--- src/rtl/ies_pkg.sv ---
// ies_pkg: item, result and record types, operation, kind and phase codes
// for the interrupt entry sequencer; no dependencies
`timescale 1ns / 1ps
`default_nettype none

package ies_pkg;

  // input operation codes
  localparam logic [1:0] OP_REQUEST = 2'd0;
  localparam logic [1:0] OP_READ    = 2'd1;
  localparam logic [1:0] OP_ENABLE  = 2'd2;
  localparam logic [1:0] OP_START   = 2'd3;

  // result kinds
  localparam logic [2:0] K_IGNORED  = 3'd0;
  localparam logic [2:0] K_READ     = 3'd1;
  localparam logic [2:0] K_WRITE    = 3'd2;
  localparam logic [2:0] K_LMASK    = 3'd3;
  localparam logic [2:0] K_LSTATUS  = 3'd4;
  localparam logic [2:0] K_LCOUNTER = 3'd5;
  localparam logic [2:0] K_CLEAR    = 3'd6;
  localparam logic [2:0] K_ERROR    = 3'd7;

  // sequence phases
  localparam logic [2:0] PH_IDLE    = 3'd0;
  localparam logic [2:0] PH_LINK    = 3'd1;
  localparam logic [2:0] PH_SERVICE = 3'd2;
  localparam logic [2:0] PH_MASK    = 3'd3;
  localparam logic [2:0] PH_STATUS  = 3'd4;
  localparam logic [2:0] PH_COUNTER = 3'd5;

  localparam logic [15:0] ALWAYS_ENABLED_RESET = 16'h0023;
  localparam int unsigned MAX_RESULTS = 4;

  typedef struct packed {
    logic [1:0]  operation;
    logic [3:0]  interrupt_number;
    logic [15:0] current_mask;
    logic [15:0] current_status;
    logic [15:0] current_counter;
    logic [15:0] read_data;
    logic        enable_value;
  } item_t;

  // one result without its end mark
  typedef struct packed {
    logic [2:0]  kind;
    logic [15:0] address;
    logic [15:0] data;
    logic [3:0]  pending_bit;
  } entry_t;

  typedef struct packed {
    logic [2:0]  kind;
    logic [15:0] address;
    logic [15:0] data;
    logic [3:0]  pending_bit;
    logic        last;
  } result_t;

  // all results caused by one item
  typedef struct packed {
    logic                           any;
    logic [1:0]                     last_slot;
    entry_t [MAX_RESULTS-1:0]       entries;
  } bundle_t;

endpackage

`default_nettype wire

--- src/rtl/ies_req_if.sv ---
// ies_req_if: valid/ready channel carrying one input item
// depends on ies_pkg
`timescale 1ns / 1ps
`default_nettype none

interface ies_req_if;
  import ies_pkg::*;

  logic  valid;
  logic  ready;
  item_t payload;

  modport source (output valid, output payload, input ready);
  modport sink (input valid, input payload, output ready);
endinterface

`default_nettype wire

--- src/rtl/ies_rsp_if.sv ---
// ies_rsp_if: valid/ready channel carrying one result item
// depends on ies_pkg
`timescale 1ns / 1ps
`default_nettype none

interface ies_rsp_if;
  import ies_pkg::*;

  logic    valid;
  logic    ready;
  result_t payload;

  modport source (output valid, output payload, input ready);
  modport sink (input valid, input payload, output ready);
endinterface

`default_nettype wire

--- src/rtl/ies_engine.sv ---
// ies_engine: sequencer state and the single-pass logic that turns one
// accepted item into its result bundle; depends on ies_pkg
`timescale 1ns / 1ps
`default_nettype none

module ies_engine (
  input  wire logic            clk,
  input  wire logic            rst,
  input  wire logic [15:0]     linkage_base,
  input  wire logic            wr_en,
  input  wire logic [15:0]     wr_data,
  input  wire logic            accept,
  input  wire ies_pkg::item_t  item,
  output ies_pkg::bundle_t     bundle
);
  import ies_pkg::*;

  logic [15:0] always_enabled_mask;
  logic        interrupts_enabled;
  logic        last_valid;
  logic [3:0]  last_number;
  logic [15:0] interrupted_counter;
  logic [15:0] saved_mask;
  logic [15:0] saved_status;
  logic [2:0]  phase;

  logic        interrupts_enabled_next;
  logic        last_valid_next;
  logic [2:0]  phase_next;
  logic        take_request;
  logic        busy;
  logic [15:0] rd;

  assign busy = (phase >= PH_LINK) && (phase <= PH_COUNTER);
  assign rd   = item.read_data;

  // build the result bundle and next control state
  always_comb begin
    bundle                  = '0;
    interrupts_enabled_next = interrupts_enabled;
    last_valid_next         = last_valid;
    phase_next              = phase;
    take_request            = 1'b0;
    case (item.operation)
      OP_REQUEST: begin
        bundle.any = 1'b1;
        if (busy) begin
          bundle.entries[0].kind = K_ERROR;
        end else if (!interrupts_enabled &&
                     !always_enabled_mask[item.interrupt_number]) begin
          bundle.entries[0].kind = K_IGNORED;
        end else begin
          take_request            = 1'b1;
          interrupts_enabled_next = 1'b0;
          last_valid_next         = 1'b1;
          phase_next              = PH_LINK;
          bundle.entries[0].kind    = K_READ;
          bundle.entries[0].address =
            linkage_base + {11'd0, item.interrupt_number, 1'b0};
        end
      end
      OP_READ: begin
        bundle.any = 1'b1;
        case (phase)
          PH_LINK: begin
            bundle.last_slot = 2'd3;
            bundle.entries[0] = '{K_WRITE, rd, saved_mask, 4'd0};
            bundle.entries[1] = '{K_WRITE, rd + 16'd1, saved_status, 4'd0};
            bundle.entries[2] = '{K_WRITE, rd + 16'd2, interrupted_counter, 4'd0};
            bundle.entries[3] = '{K_READ, linkage_base + {11'd0, last_number, 1'b1},
                                  16'd0, 4'd0};
            phase_next = PH_SERVICE;
          end
          PH_SERVICE: begin
            bundle.last_slot = 2'd2;
            bundle.entries[0] = '{K_READ, rd, 16'd0, 4'd0};
            bundle.entries[1] = '{K_READ, rd + 16'd1, 16'd0, 4'd0};
            bundle.entries[2] = '{K_READ, rd + 16'd2, 16'd0, 4'd0};
            phase_next = PH_MASK;
          end
          PH_MASK: begin
            bundle.entries[0] = '{K_LMASK, 16'd0, rd, 4'd0};
            phase_next = PH_STATUS;
          end
          PH_STATUS: begin
            bundle.entries[0] = '{K_LSTATUS, 16'd0, rd, 4'd0};
            phase_next = PH_COUNTER;
          end
          PH_COUNTER: begin
            bundle.entries[0] = '{K_LCOUNTER, 16'd0, rd, 4'd0};
            phase_next = PH_IDLE;
          end
          default: begin
            bundle.entries[0].kind = K_ERROR;
          end
        endcase
      end
      OP_ENABLE: begin
        interrupts_enabled_next = item.enable_value;
      end
      OP_START: begin
        if (busy) begin
          bundle.any = 1'b1;
          bundle.entries[0].kind = K_ERROR;
        end else if (last_valid && (interrupted_counter == item.current_counter)) begin
          bundle.any = 1'b1;
          bundle.entries[0].kind        = K_CLEAR;
          bundle.entries[0].pending_bit = last_number;
          last_valid_next = 1'b0;
        end
      end
      default: begin
        bundle = '0;
      end
    endcase
  end

  // control state
  always_ff @(posedge clk) begin
    if (rst) begin
      always_enabled_mask <= ALWAYS_ENABLED_RESET;
      interrupts_enabled  <= 1'b1;
      last_valid          <= 1'b0;
      phase               <= PH_IDLE;
    end else begin
      if (wr_en) begin
        always_enabled_mask <= wr_data;
      end
      if (accept) begin
        interrupts_enabled <= interrupts_enabled_next;
        last_valid         <= last_valid_next;
        phase              <= phase_next;
      end
    end
  end

  // context captured when a request is taken
  always_ff @(posedge clk) begin
    if (rst) begin
      last_number         <= 4'd0;
      interrupted_counter <= 16'd0;
      saved_mask          <= 16'd0;
      saved_status        <= 16'd0;
    end else if (accept && take_request) begin
      last_number         <= item.interrupt_number;
      interrupted_counter <= item.current_counter;
      saved_mask          <= item.current_mask;
      saved_status        <= item.current_status;
    end
  end

endmodule

`default_nettype wire

--- src/rtl/interrupt_entry_sequencer_core.sv ---
// interrupt_entry_sequencer_core: top level, engine plus result buffer that hands out one
// result per cycle if rsp is ready; depends on ies_pkg, ies_req_if, ies_rsp_if, ies_engine
//
//   channel  | dir | handshake     | content
//   req      | in  | valid/ready   | operation, interrupt number, registers, read data
//   rsp      | out | valid/ready   | kind, address, data, pending bit, last
//   wr_*     | in  | enable only   | always-enabled interrupt mask
//
// An item is worked in the cycle it is accepted; its results sit in the
// result buffer from the next cycle on, one handed out per cycle while rsp is ready.
// An item with one result or none can follow every cycle while rsp is ready; an
// item with more results stalls the input until its last one is taken from the
// single result buffer. Output stalls hold the buffer and the input; reset is
// synchronous, and the block accepts items from the first cycle after it.
`timescale 1ns / 1ps
`default_nettype none

module interrupt_entry_sequencer_core #(
  parameter logic [15:0] LINKAGE_BASE = 16'd32
) (
  input  wire logic    clk,
  input  wire logic    rst,
  input  wire logic    wr_en,
  input  wire logic [15:0] wr_data,
  ies_req_if.sink      req,
  ies_rsp_if.source    rsp
);
  import ies_pkg::*;

  bundle_t  bundle;
  logic     accept;
  logic     take;
  logic     done;
  logic     buf_valid;
  logic [1:0] slot;
  logic [1:0] last_slot;
  entry_t [MAX_RESULTS-1:0] entries;

  assign take   = rsp.valid && rsp.ready;
  assign done   = take && (slot == last_slot);
  assign req.ready = !buf_valid || done;
  assign accept = req.valid && req.ready;

  ies_engine u_engine (
    .clk          (clk),
    .rst          (rst),
    .linkage_base (LINKAGE_BASE),
    .wr_en        (wr_en),
    .wr_data      (wr_data),
    .accept       (accept),
    .item         (req.payload),
    .bundle       (bundle)
  );

  // result buffer control
  always_ff @(posedge clk) begin
    if (rst) begin
      buf_valid <= 1'b0;
      slot      <= 2'd0;
    end else if (accept) begin
      buf_valid <= bundle.any;
      slot      <= 2'd0;
    end else if (take) begin
      if (done) begin
        buf_valid <= 1'b0;
      end else begin
        slot <= slot + 2'd1;
      end
    end
  end

  // result buffer payload
  always_ff @(posedge clk) begin
    if (accept) begin
      entries   <= bundle.entries;
      last_slot <= bundle.last_slot;
    end
  end

  // output stage
  assign rsp.valid               = buf_valid;
  assign rsp.payload.kind        = entries[slot].kind;
  assign rsp.payload.address     = entries[slot].address;
  assign rsp.payload.data        = entries[slot].data;
  assign rsp.payload.pending_bit = entries[slot].pending_bit;
  assign rsp.payload.last        = (slot == last_slot);

  // input is only taken once the buffered results are gone
  a_accept_after_drain: assert property (@(posedge clk) disable iff (rst)
    accept |-> (!buf_valid || done))
    else $error("item accepted over undelivered results");

  // slot never runs past the final result of the bundle
  a_slot_bound: assert property (@(posedge clk) disable iff (rst)
    buf_valid |-> (slot <= last_slot))
    else $error("result slot beyond bundle end");

  // a partially delivered bundle moves to its next slot
  a_slot_step: assert property (@(posedge clk) disable iff (rst)
    (take && !done && !accept) |=> (buf_valid && (slot == $past(slot) + 2'd1)))
    else $error("result slot did not advance");

  // buffer is empty after reset
  a_reset_empty: assert property (@(posedge clk)
    $past(rst) |-> !buf_valid)
    else $error("result buffer not empty after reset");

endmodule

`default_nettype wire

--- src/flat_wrapper.sv ---
// flat-port wrapper written by rule: the top's interface ports become plain ports
module interrupt_entry_sequencer_core_flat import ies_pkg::*;
#(
  parameter logic [15:0] LINKAGE_BASE = 16'd32
)
  (clk, rst, wr_en, wr_data, req_valid, req_payload, req_ready, rsp_valid, rsp_payload, rsp_ready);
  ies_req_if req_i ();
  ies_rsp_if rsp_i ();
  input  wire logic clk;
  input  wire logic rst;
  input  wire logic wr_en;
  input  wire logic [15:0] wr_data;
  input wire logic [$bits(req_i.valid)-1:0] req_valid;
  input wire logic [$bits(req_i.payload)-1:0] req_payload;
  output wire logic [$bits(req_i.ready)-1:0] req_ready;
  output wire logic [$bits(rsp_i.valid)-1:0] rsp_valid;
  output wire logic [$bits(rsp_i.payload)-1:0] rsp_payload;
  input wire logic [$bits(rsp_i.ready)-1:0] rsp_ready;
  assign req_i.valid = req_valid;
  assign req_i.payload = req_payload;
  assign req_ready = req_i.ready;
  assign rsp_valid = rsp_i.valid;
  assign rsp_payload = rsp_i.payload;
  assign rsp_i.ready = rsp_ready;
  interrupt_entry_sequencer_core #(.LINKAGE_BASE(LINKAGE_BASE)) u_core (.clk(clk), .rst(rst), .wr_en(wr_en), .wr_data(wr_data), .req(req_i), .rsp(rsp_i));
endmodule
--- config.mk ---
export PLATFORM = sky130hd
export DESIGN_NAME = interrupt_entry_sequencer_core_flat
export DESIGN_NICKNAME = d
export VERILOG_FILES = /design/src/rtl/ies_pkg.sv /design/src/rtl/ies_req_if.sv /design/src/rtl/ies_rsp_if.sv /design/src/rtl/ies_engine.sv /design/src/rtl/interrupt_entry_sequencer_core.sv /design/src/flat_wrapper.sv
export SDC_FILE = /design/constraint.sdc
export NUM_CORES = 1
export LEC_CHECK = 0
export ABC_AREA = 1
export CAP_MARGIN = 10
export CORE_UTILIZATION = 50
export DETAILED_ROUTE_END_ITERATION = 10
export DONT_BUFFER_PORTS = 1
export PLACE_DENSITY = 0.76
export SLEW_MARGIN = 25
export SYNTH_ARGS = -nofsm -noshare
export SYNTH_HDL_FRONTEND = slang
export SYNTH_HIERARCHICAL = 1
export SYNTH_SLANG_ARGS = --single-unit
--- constraint.sdc ---
create_clock -name clk -period 7.2 [get_ports clk]
set_input_delay 0.72 -clock clk [delete_from_list [all_inputs] [get_ports clk]]
set_output_delay 0.72 -clock clk [all_outputs]
set_load 0.02 [all_outputs]
# Word level (Yosys, flattened, before mapping)
# Index checks and enable logic that the tools add are counted.
dict set report totals {
  inputBits 92
  ff_bits 234
  elab_cells 119
  output_inout_bits 42
}
dict set report classes {
  n_reduce_logical 26
  n_addsub 5
  order_cmp 4
  muxes 41
  bitwise_logic 1
  n_eq_ne 15
}
# op n
set ops {}
lappend ops {{$pmux W77 S2} 1}
lappend ops {{$pmux W36 S3} 1}
lappend ops {{$bmux W39 S2} 1}
lappend ops {{$mux W39} 1}
lappend ops {{$mux W37} 1}
lappend ops {{$pmux W16 S2} 1}
lappend ops {{$pmux W3 S5} 2}
lappend ops {{$add A16 B1 Y16 const B} 1}
lappend ops {{$add A16 B2 Y16 const B} 1}
lappend ops {{$eq A16 B16 Y1} 1}
lappend ops {{$mux W1} 16}
lappend ops {{$mux W3} 5}
lappend ops {{$add A6 B5 Y7 const A} 2}
lappend ops {{$mux W7} 2}
lappend ops {{$reduce_bool A2 Y1} 5}
lappend ops {{$pmux W3 S3} 1}
lappend ops {{$mux W4} 2}
lappend ops {{$ne A2 B2 Y1 const B} 4}
lappend ops {{$pmux W4 S2} 1}
lappend ops {{$logic_and A1 B1 Y1} 7}
lappend ops {{$eq A3 B2 Y1 const B} 2}
lappend ops {{$eq A3 B3 Y1 const B} 2}
lappend ops {{$ne A6 B1 Y1 const B} 1}
lappend ops {{$pmux W1 S2} 3}
lappend ops {{other kinds (22)} 28}

# Longest topological paths before layout
dict set report depth {
  word_depth 8
  depth_mapped 15
  mapped_depth_nobuf 13
}

# Modules after synthesis
# The synthesis kept the hierarchy.
# module instances area_per_inst_um2 cells_each seq_area_each_um2
set modules_own_cells {}
lappend modules_own_cells {ies_engine 1 6349.8 1117 1461.4}
lappend modules_own_cells {interrupt_entry_sequencer_core 1 6035.8 416 4804.6}

# Worst setup path after synthesis
# No wires, ideal clock.
dict set report synth_timing {
  kind {input -> register}
  startpoint {input port rsp_ready}
  endpoint {register u_core.u_engine.phase[1]}
  path_buffers 1
  stages 10
  setup_slack_ps 1995
  arrival_time_ps 5090
  path_cell_list {nand3_2 > nand2_2 > nand2_2 > inv_1 > buf_1 > nand2_1 > a211oi_2 > nand3_1 > nand2_1 > nor2_1}
}
dict set report synth_via {
  elab_chain_cells 5
}
# item line
set synth_lines {}
lappend synth_lines {{start, declared} flat_wrapper.sv:18} ;# input wire logic [$bits(rsp_i.ready)-1:0] rsp_ready;
lappend synth_lines {{$logic_and A1 B1 Y1} interrupt_entry_sequencer_core.sv:39} ;# assign take = rsp.valid && rsp.ready;
lappend synth_lines {{$logic_and A1 B1 Y1} interrupt_entry_sequencer_core.sv:40} ;# assign done = take && (slot == last_slot);
lappend synth_lines {{$logic_or A1 B1 Y1} interrupt_entry_sequencer_core.sv:41} ;# assign req.ready = !buf_valid || done;
lappend synth_lines {{named net req_ready} flat_wrapper.sv:15} ;# output wire logic [$bits(req_i.ready)-1:0] req_ready;
lappend synth_lines {{$logic_and A1 B1 Y1} interrupt_entry_sequencer_core.sv:42} ;# assign accept = req.valid && req.ready;
lappend synth_lines {{named net u_core.accept} interrupt_entry_sequencer_core.sv:31} ;# logic accept;
lappend synth_lines {{$reduce_and A5 Y1 (no line)} n/a}
lappend synth_lines {{end signal, assigned} ies_engine.sv:132} ;# phase <= phase_next;
lappend synth_lines {{end, declared} ies_engine.sv:25} ;# logic [2:0] phase;
# The timed path passes the listed nets, and every way through them passes these cells.
# A chain may end at the register's enable or synchronous reset.

# Worst setup path after layout
dict set report layout_timing {
  startpoint {register u_core.slot[1]}
  endpoint {register u_core.u_engine.saved_status[1]}
}
dict set report layout_via {
  elab_chain_cells 5
}
# item line
set layout_lines {}
lappend layout_lines {{start, declared} interrupt_entry_sequencer_core.sv:35} ;# logic [1:0] slot;
lappend layout_lines {{start signal, assigned} interrupt_entry_sequencer_core.sv:67} ;# slot <= slot + 2'd1;
lappend layout_lines {{$eq A2 B2 Y1} interrupt_entry_sequencer_core.sv:40}
lappend layout_lines {{$logic_and A1 B1 Y1} interrupt_entry_sequencer_core.sv:40}
lappend layout_lines {{$logic_or A1 B1 Y1} interrupt_entry_sequencer_core.sv:41}
lappend layout_lines {{named net req_ready} flat_wrapper.sv:15}
lappend layout_lines {{$logic_and A1 B1 Y1} interrupt_entry_sequencer_core.sv:42}
lappend layout_lines {{named net u_core.accept} interrupt_entry_sequencer_core.sv:31}
lappend layout_lines {{$logic_and A1 B1 Y1} ies_engine.sv:144} ;# end else if (accept && take_request) begin
lappend layout_lines {{end signal, assigned} ies_engine.sv:148} ;# saved_status <= item.current_status;
lappend layout_lines {{end, declared} ies_engine.sv:24} ;# logic [15:0] saved_status;
# The timed path passes the listed nets, and every way through them passes these cells.

==> impl_metrics.env <==
export IMPL_seqPwrFrac_pct=48.6
export IMPL_pre_cts_ws_ns=3.59
export IMPL_cts_resized=0
export IMPL_nNetsFinal=1655
export IMPL_finClkSkew_ns=0.00881
export IMPL_drv_slew=0
export IMPL_crit_chain="buf_4 > inv_2 > nand2_1 > nand2_2 > nand3_2 > nand2_2 > nand2_2 > inv_6 > buf_4 > buf_12 > nand4_1 > nand2_1 > nor2_1"
export IMPL_remaining_drc_errors=0
export IMPL_final_util_pct=55.2
export IMPL_setup_ws_ns=3.64
export IMPL_fillCellCount=2175
export IMPL_firstDrtPassIters=5
export IMPL_cts_sinks=234
export IMPL_antenna_found_initial=1
export IMPL_grt_util_all_layers_pct=24.0
export IMPL_drt_iter0_drc=985
export IMPL_relSlewSlack_pct=44.5
export IMPL_yosysSeqAreaShare_pct=50.6
export IMPL_internal_power_uw=2400
export IMPL_syn_mean_instance_area_um2=8.08
export IMPL_yosys_most_used_dff="edfxtp_1"
export IMPL_yosysMostFrequentCell="nor2_1"
export IMPL_finalSetupViolCount=0
export IMPL_fin_setup_tns_ns=0
export IMPL_cp_start_kind="flop"
export IMPL_hold_slack_ns=0.261
export IMPL_rows=57
export IMPL_clk_latency_ns=0.53
export IMPL_p_comb_share_pct=11.2
export IMPL_clk_pin_slew_ns=0.06
export IMPL_multi_input_area_um2=4920
export IMPL_routed_via_density=5.27
export IMPL_dpl_hpwl_mm=21.1
export IMPL_grt_pass1_wl_mm=48.4
export IMPL_vias=9985
export IMPL_dieWidth_um=159
export IMPL_hold_viol=0
export IMPL_min_period_ns=3.56
export IMPL_overflow=0
export IMPL_start_util_pct=50.9
export IMPL_wirelength_mm=30.7
export IMPL_seq_area_um2=6270
export IMPL_h_tree_depth=1
export IMPL_gp_congestion=0.942
export IMPL_crit_family="buffers and inverters"
export IMPL_ys_top_cells_by_count="268 x nor2_1, 254 x nand2_1, 233 x inv_1, 158 x edfxtp_1, 107 x o21ai_0"
export IMPL_switching_share_pct=25.3
export IMPL_cpMaxStageDelayCell="buf_4"
export IMPL_crit_buf_inv=5
export IMPL_critPathKind="reg -> reg"
export IMPL_peakVddDrop_uv=156
export IMPL_cts_tree="built"
export IMPL_io_pins=134
export IMPL_synth_seq_cells=234
export IMPL_post_route_cells_drive_above_1_share_pct=5.03
export IMPL_arrival_ns=3.97
export IMPL_p_leak_uw=0.00576
export IMPL_fmax_mhz=281
export IMPL_synthTopCellsByArea="edfxtp_1 38%, dfxtp_1 12%, nor2_1 8.1%"
export IMPL_async_flop_share_pct=0
export IMPL_status="completed"
export IMPL_synthDistinctLibCells=43
export IMPL_die_h_um=159
export IMPL_wire_per_inst_um=16.2
export IMPL_maxCapViolations=0
export IMPL_netlist_instances=1533
export IMPL_grt_pass1_vias=9222
export IMPL_hp_class="in -> reg"
export IMPL_port_buffers=0
export IMPL_fin_crit_sh_pct=49.4
export IMPL_area_growth_pct=8.34
export IMPL_diodes=0
export IMPL_crit_top_cell="nand2_2"
export IMPL_yosysTopAreaCellShare_pct=38.3
export IMPL_p_switching_uw=814
export IMPL_ctsHoldBuffers=0
export IMPL_core_area_um2=24300
export IMPL_cts_root_buf="clkbuf_16"
export IMPL_cts_inserted_buffers=26
export IMPL_synth_edf_count=158
export IMPL_p_per_area_nw_per_um2=240
export IMPL_max_stage_delay_ns=0.62
export IMPL_cp_data_required_time_ns=7.61
export IMPL_tightestPinTransition_ns=0.832
export IMPL_clkPwrFrac_pct=40.3
export IMPL_ant_nets=0
export IMPL_yosys_warnings=6
export IMPL_synth_top_area_cell="edfxtp_1"
export IMPL_grt_max_degree=92
export IMPL_cp_max_fo=67
export IMPL_rsz0062_at_grt="no"
export IMPL_clockBufferDepth=3
export IMPL_synth_area_um2=12400
export IMPL_die_area_um2=25400
export IMPL_cp_end_kind="flop"
export IMPL_cts_setup_buffers=0
path summary, 6_finish.rpt:
check | from | to | slack (ns) | cells past startpoint
min | rst | u_core/rsp.valid$_SDFFE_PP0P_ | 0.26 | 1
max | u_core/slot[1]$_SDFFE_PP0P_ | u_core/u_engine/saved_status[1]$_SDFFE_PP0P_ | 3.64 | 13
min reg2reg | u_core/u_engine/always_enabled_mask[8]$_SDFFE_PP0P_ | u_core/u_engine/always_enabled_mask[8]$_SDFFE_PP0P_ | 0.46 | 2
max reg2reg | u_core/slot[1]$_SDFFE_PP0P_ | u_core/u_engine/saved_status[1]$_SDFFE_PP0P_ | 3.64 | 13
registers in the layout (all words and copies together) (netlist names), 2 cells and up:
register                             cells
u_core/entries                         156
u_core/u_engine/saved_status            16
u_core/u_engine/phase                    3
u_core/u_engine/interrupted_counter     16
u_core/last_slot                         2
u_core/u_engine/last_number              4
u_core/slot                              2
u_core/u_engine/saved_mask              16
u_core/u_engine/always_enabled_mask     16
layer usage:
metal	share of wire, %	global-route usage [%]
met1	44	34.4
met2	45	37.5
met3	8.9	4.04
met4	2.4	6.95
met5	0	0
cell usage in the layout, fill, tap and decap left out, types with 2 or more instances in the layout:
cell type | synthesis | routed
nor2_4 | 3 | 3
inv_1 | 233 | 232
fa_1 | 2 | 2
dfxtp_1 | 76 | 75
clkbuf_8 | 0 | 2
nor4_1 | 2 | 2
nor2_1 | 268 | 268
o21a_1 | 3 | 3
a21oi_1 | 42 | 42
ha_1 | 10 | 10
a31oi_1 | 3 | 3
conb_1 | 3 | 94
clkinv_2 | 0 | 4
inv_2 | 6 | 6
o21ai_1 | 9 | 9
o22ai_1 | 49 | 49
nor2_2 | 5 | 5
clkinv_1 | 2 | 4
xor2_1 | 18 | 18
xnor2_1 | 5 | 5
o211ai_1 | 2 | 2
o21ai_0 | 107 | 107
clkbuf_1 | 28 | 9
nand3_1 | 46 | 46
inv_4 | 1 | 2
a22oi_1 | 17 | 17
buf_4 | 42 | 7
edfxtp_1 | 158 | 158
bufinv_16 | 0 | 2
clkbuf_16 | 0 | 27
nand2_1 | 254 | 254
nor3_1 | 16 | 16
nand4_1 | 62 | 62
nand3_2 | 4 | 3
nand2_2 | 10 | 10
area by class of cell:
class / count / area share, %
clock inverter: 10 / 0.737
sequential: 234 / 46.7
multi-input combinational: 1039 / 36.7
tap: 324 / 3.02
inverter: 242 / 6.84
timing repair buffer: 8 / 0.541
clock buffer: 38 / 5.49
power groups by stage:
stage	clock network (uW)	logic, uW	registers (uW)
after CTS	1310	348	1560
after global placement	0	340	1590
final	1290	359	1560
after floorplan	0	297	1580
after detailed placement	0	346	1590
after global routing	1360	403	1570
worst register-to-register path, cell delays in order, from the launching register on:
cell	delay, ns
dfxtp_1	0.29
buf_4	0.27
inv_2	0.57
nand2_1	0.16
nand2_2	0.11
nand3_2	0.06
nand2_2	0.14
nand2_2	0.12
inv_6	0.45
buf_4	0.65
buf_12	0.31
nand4_1	0.15
nand2_1	0.11
nor2_1	0.05
per-stage QoR:
stage               cells  cell area, um^2  power (uW)
floorplan            1624            12700        1880
global placement     1846            12600        1930
detailed placement   1846            12600        1940
CTS                  1894            13400        3220
global route         1895            13400        3330
finish               1895            13400        3220
cell families after synthesis:
group	count (synthesis)	synth area share [%]
simple gates	674	23.2
other cells	3	0.0909
compound gates	236	10.6
flops	234	50.6
xor+xnor	23	1.63
buf+inv	351	12.6
fa+ha+maj	12	1.33
(Power assumes the default switching activity.)
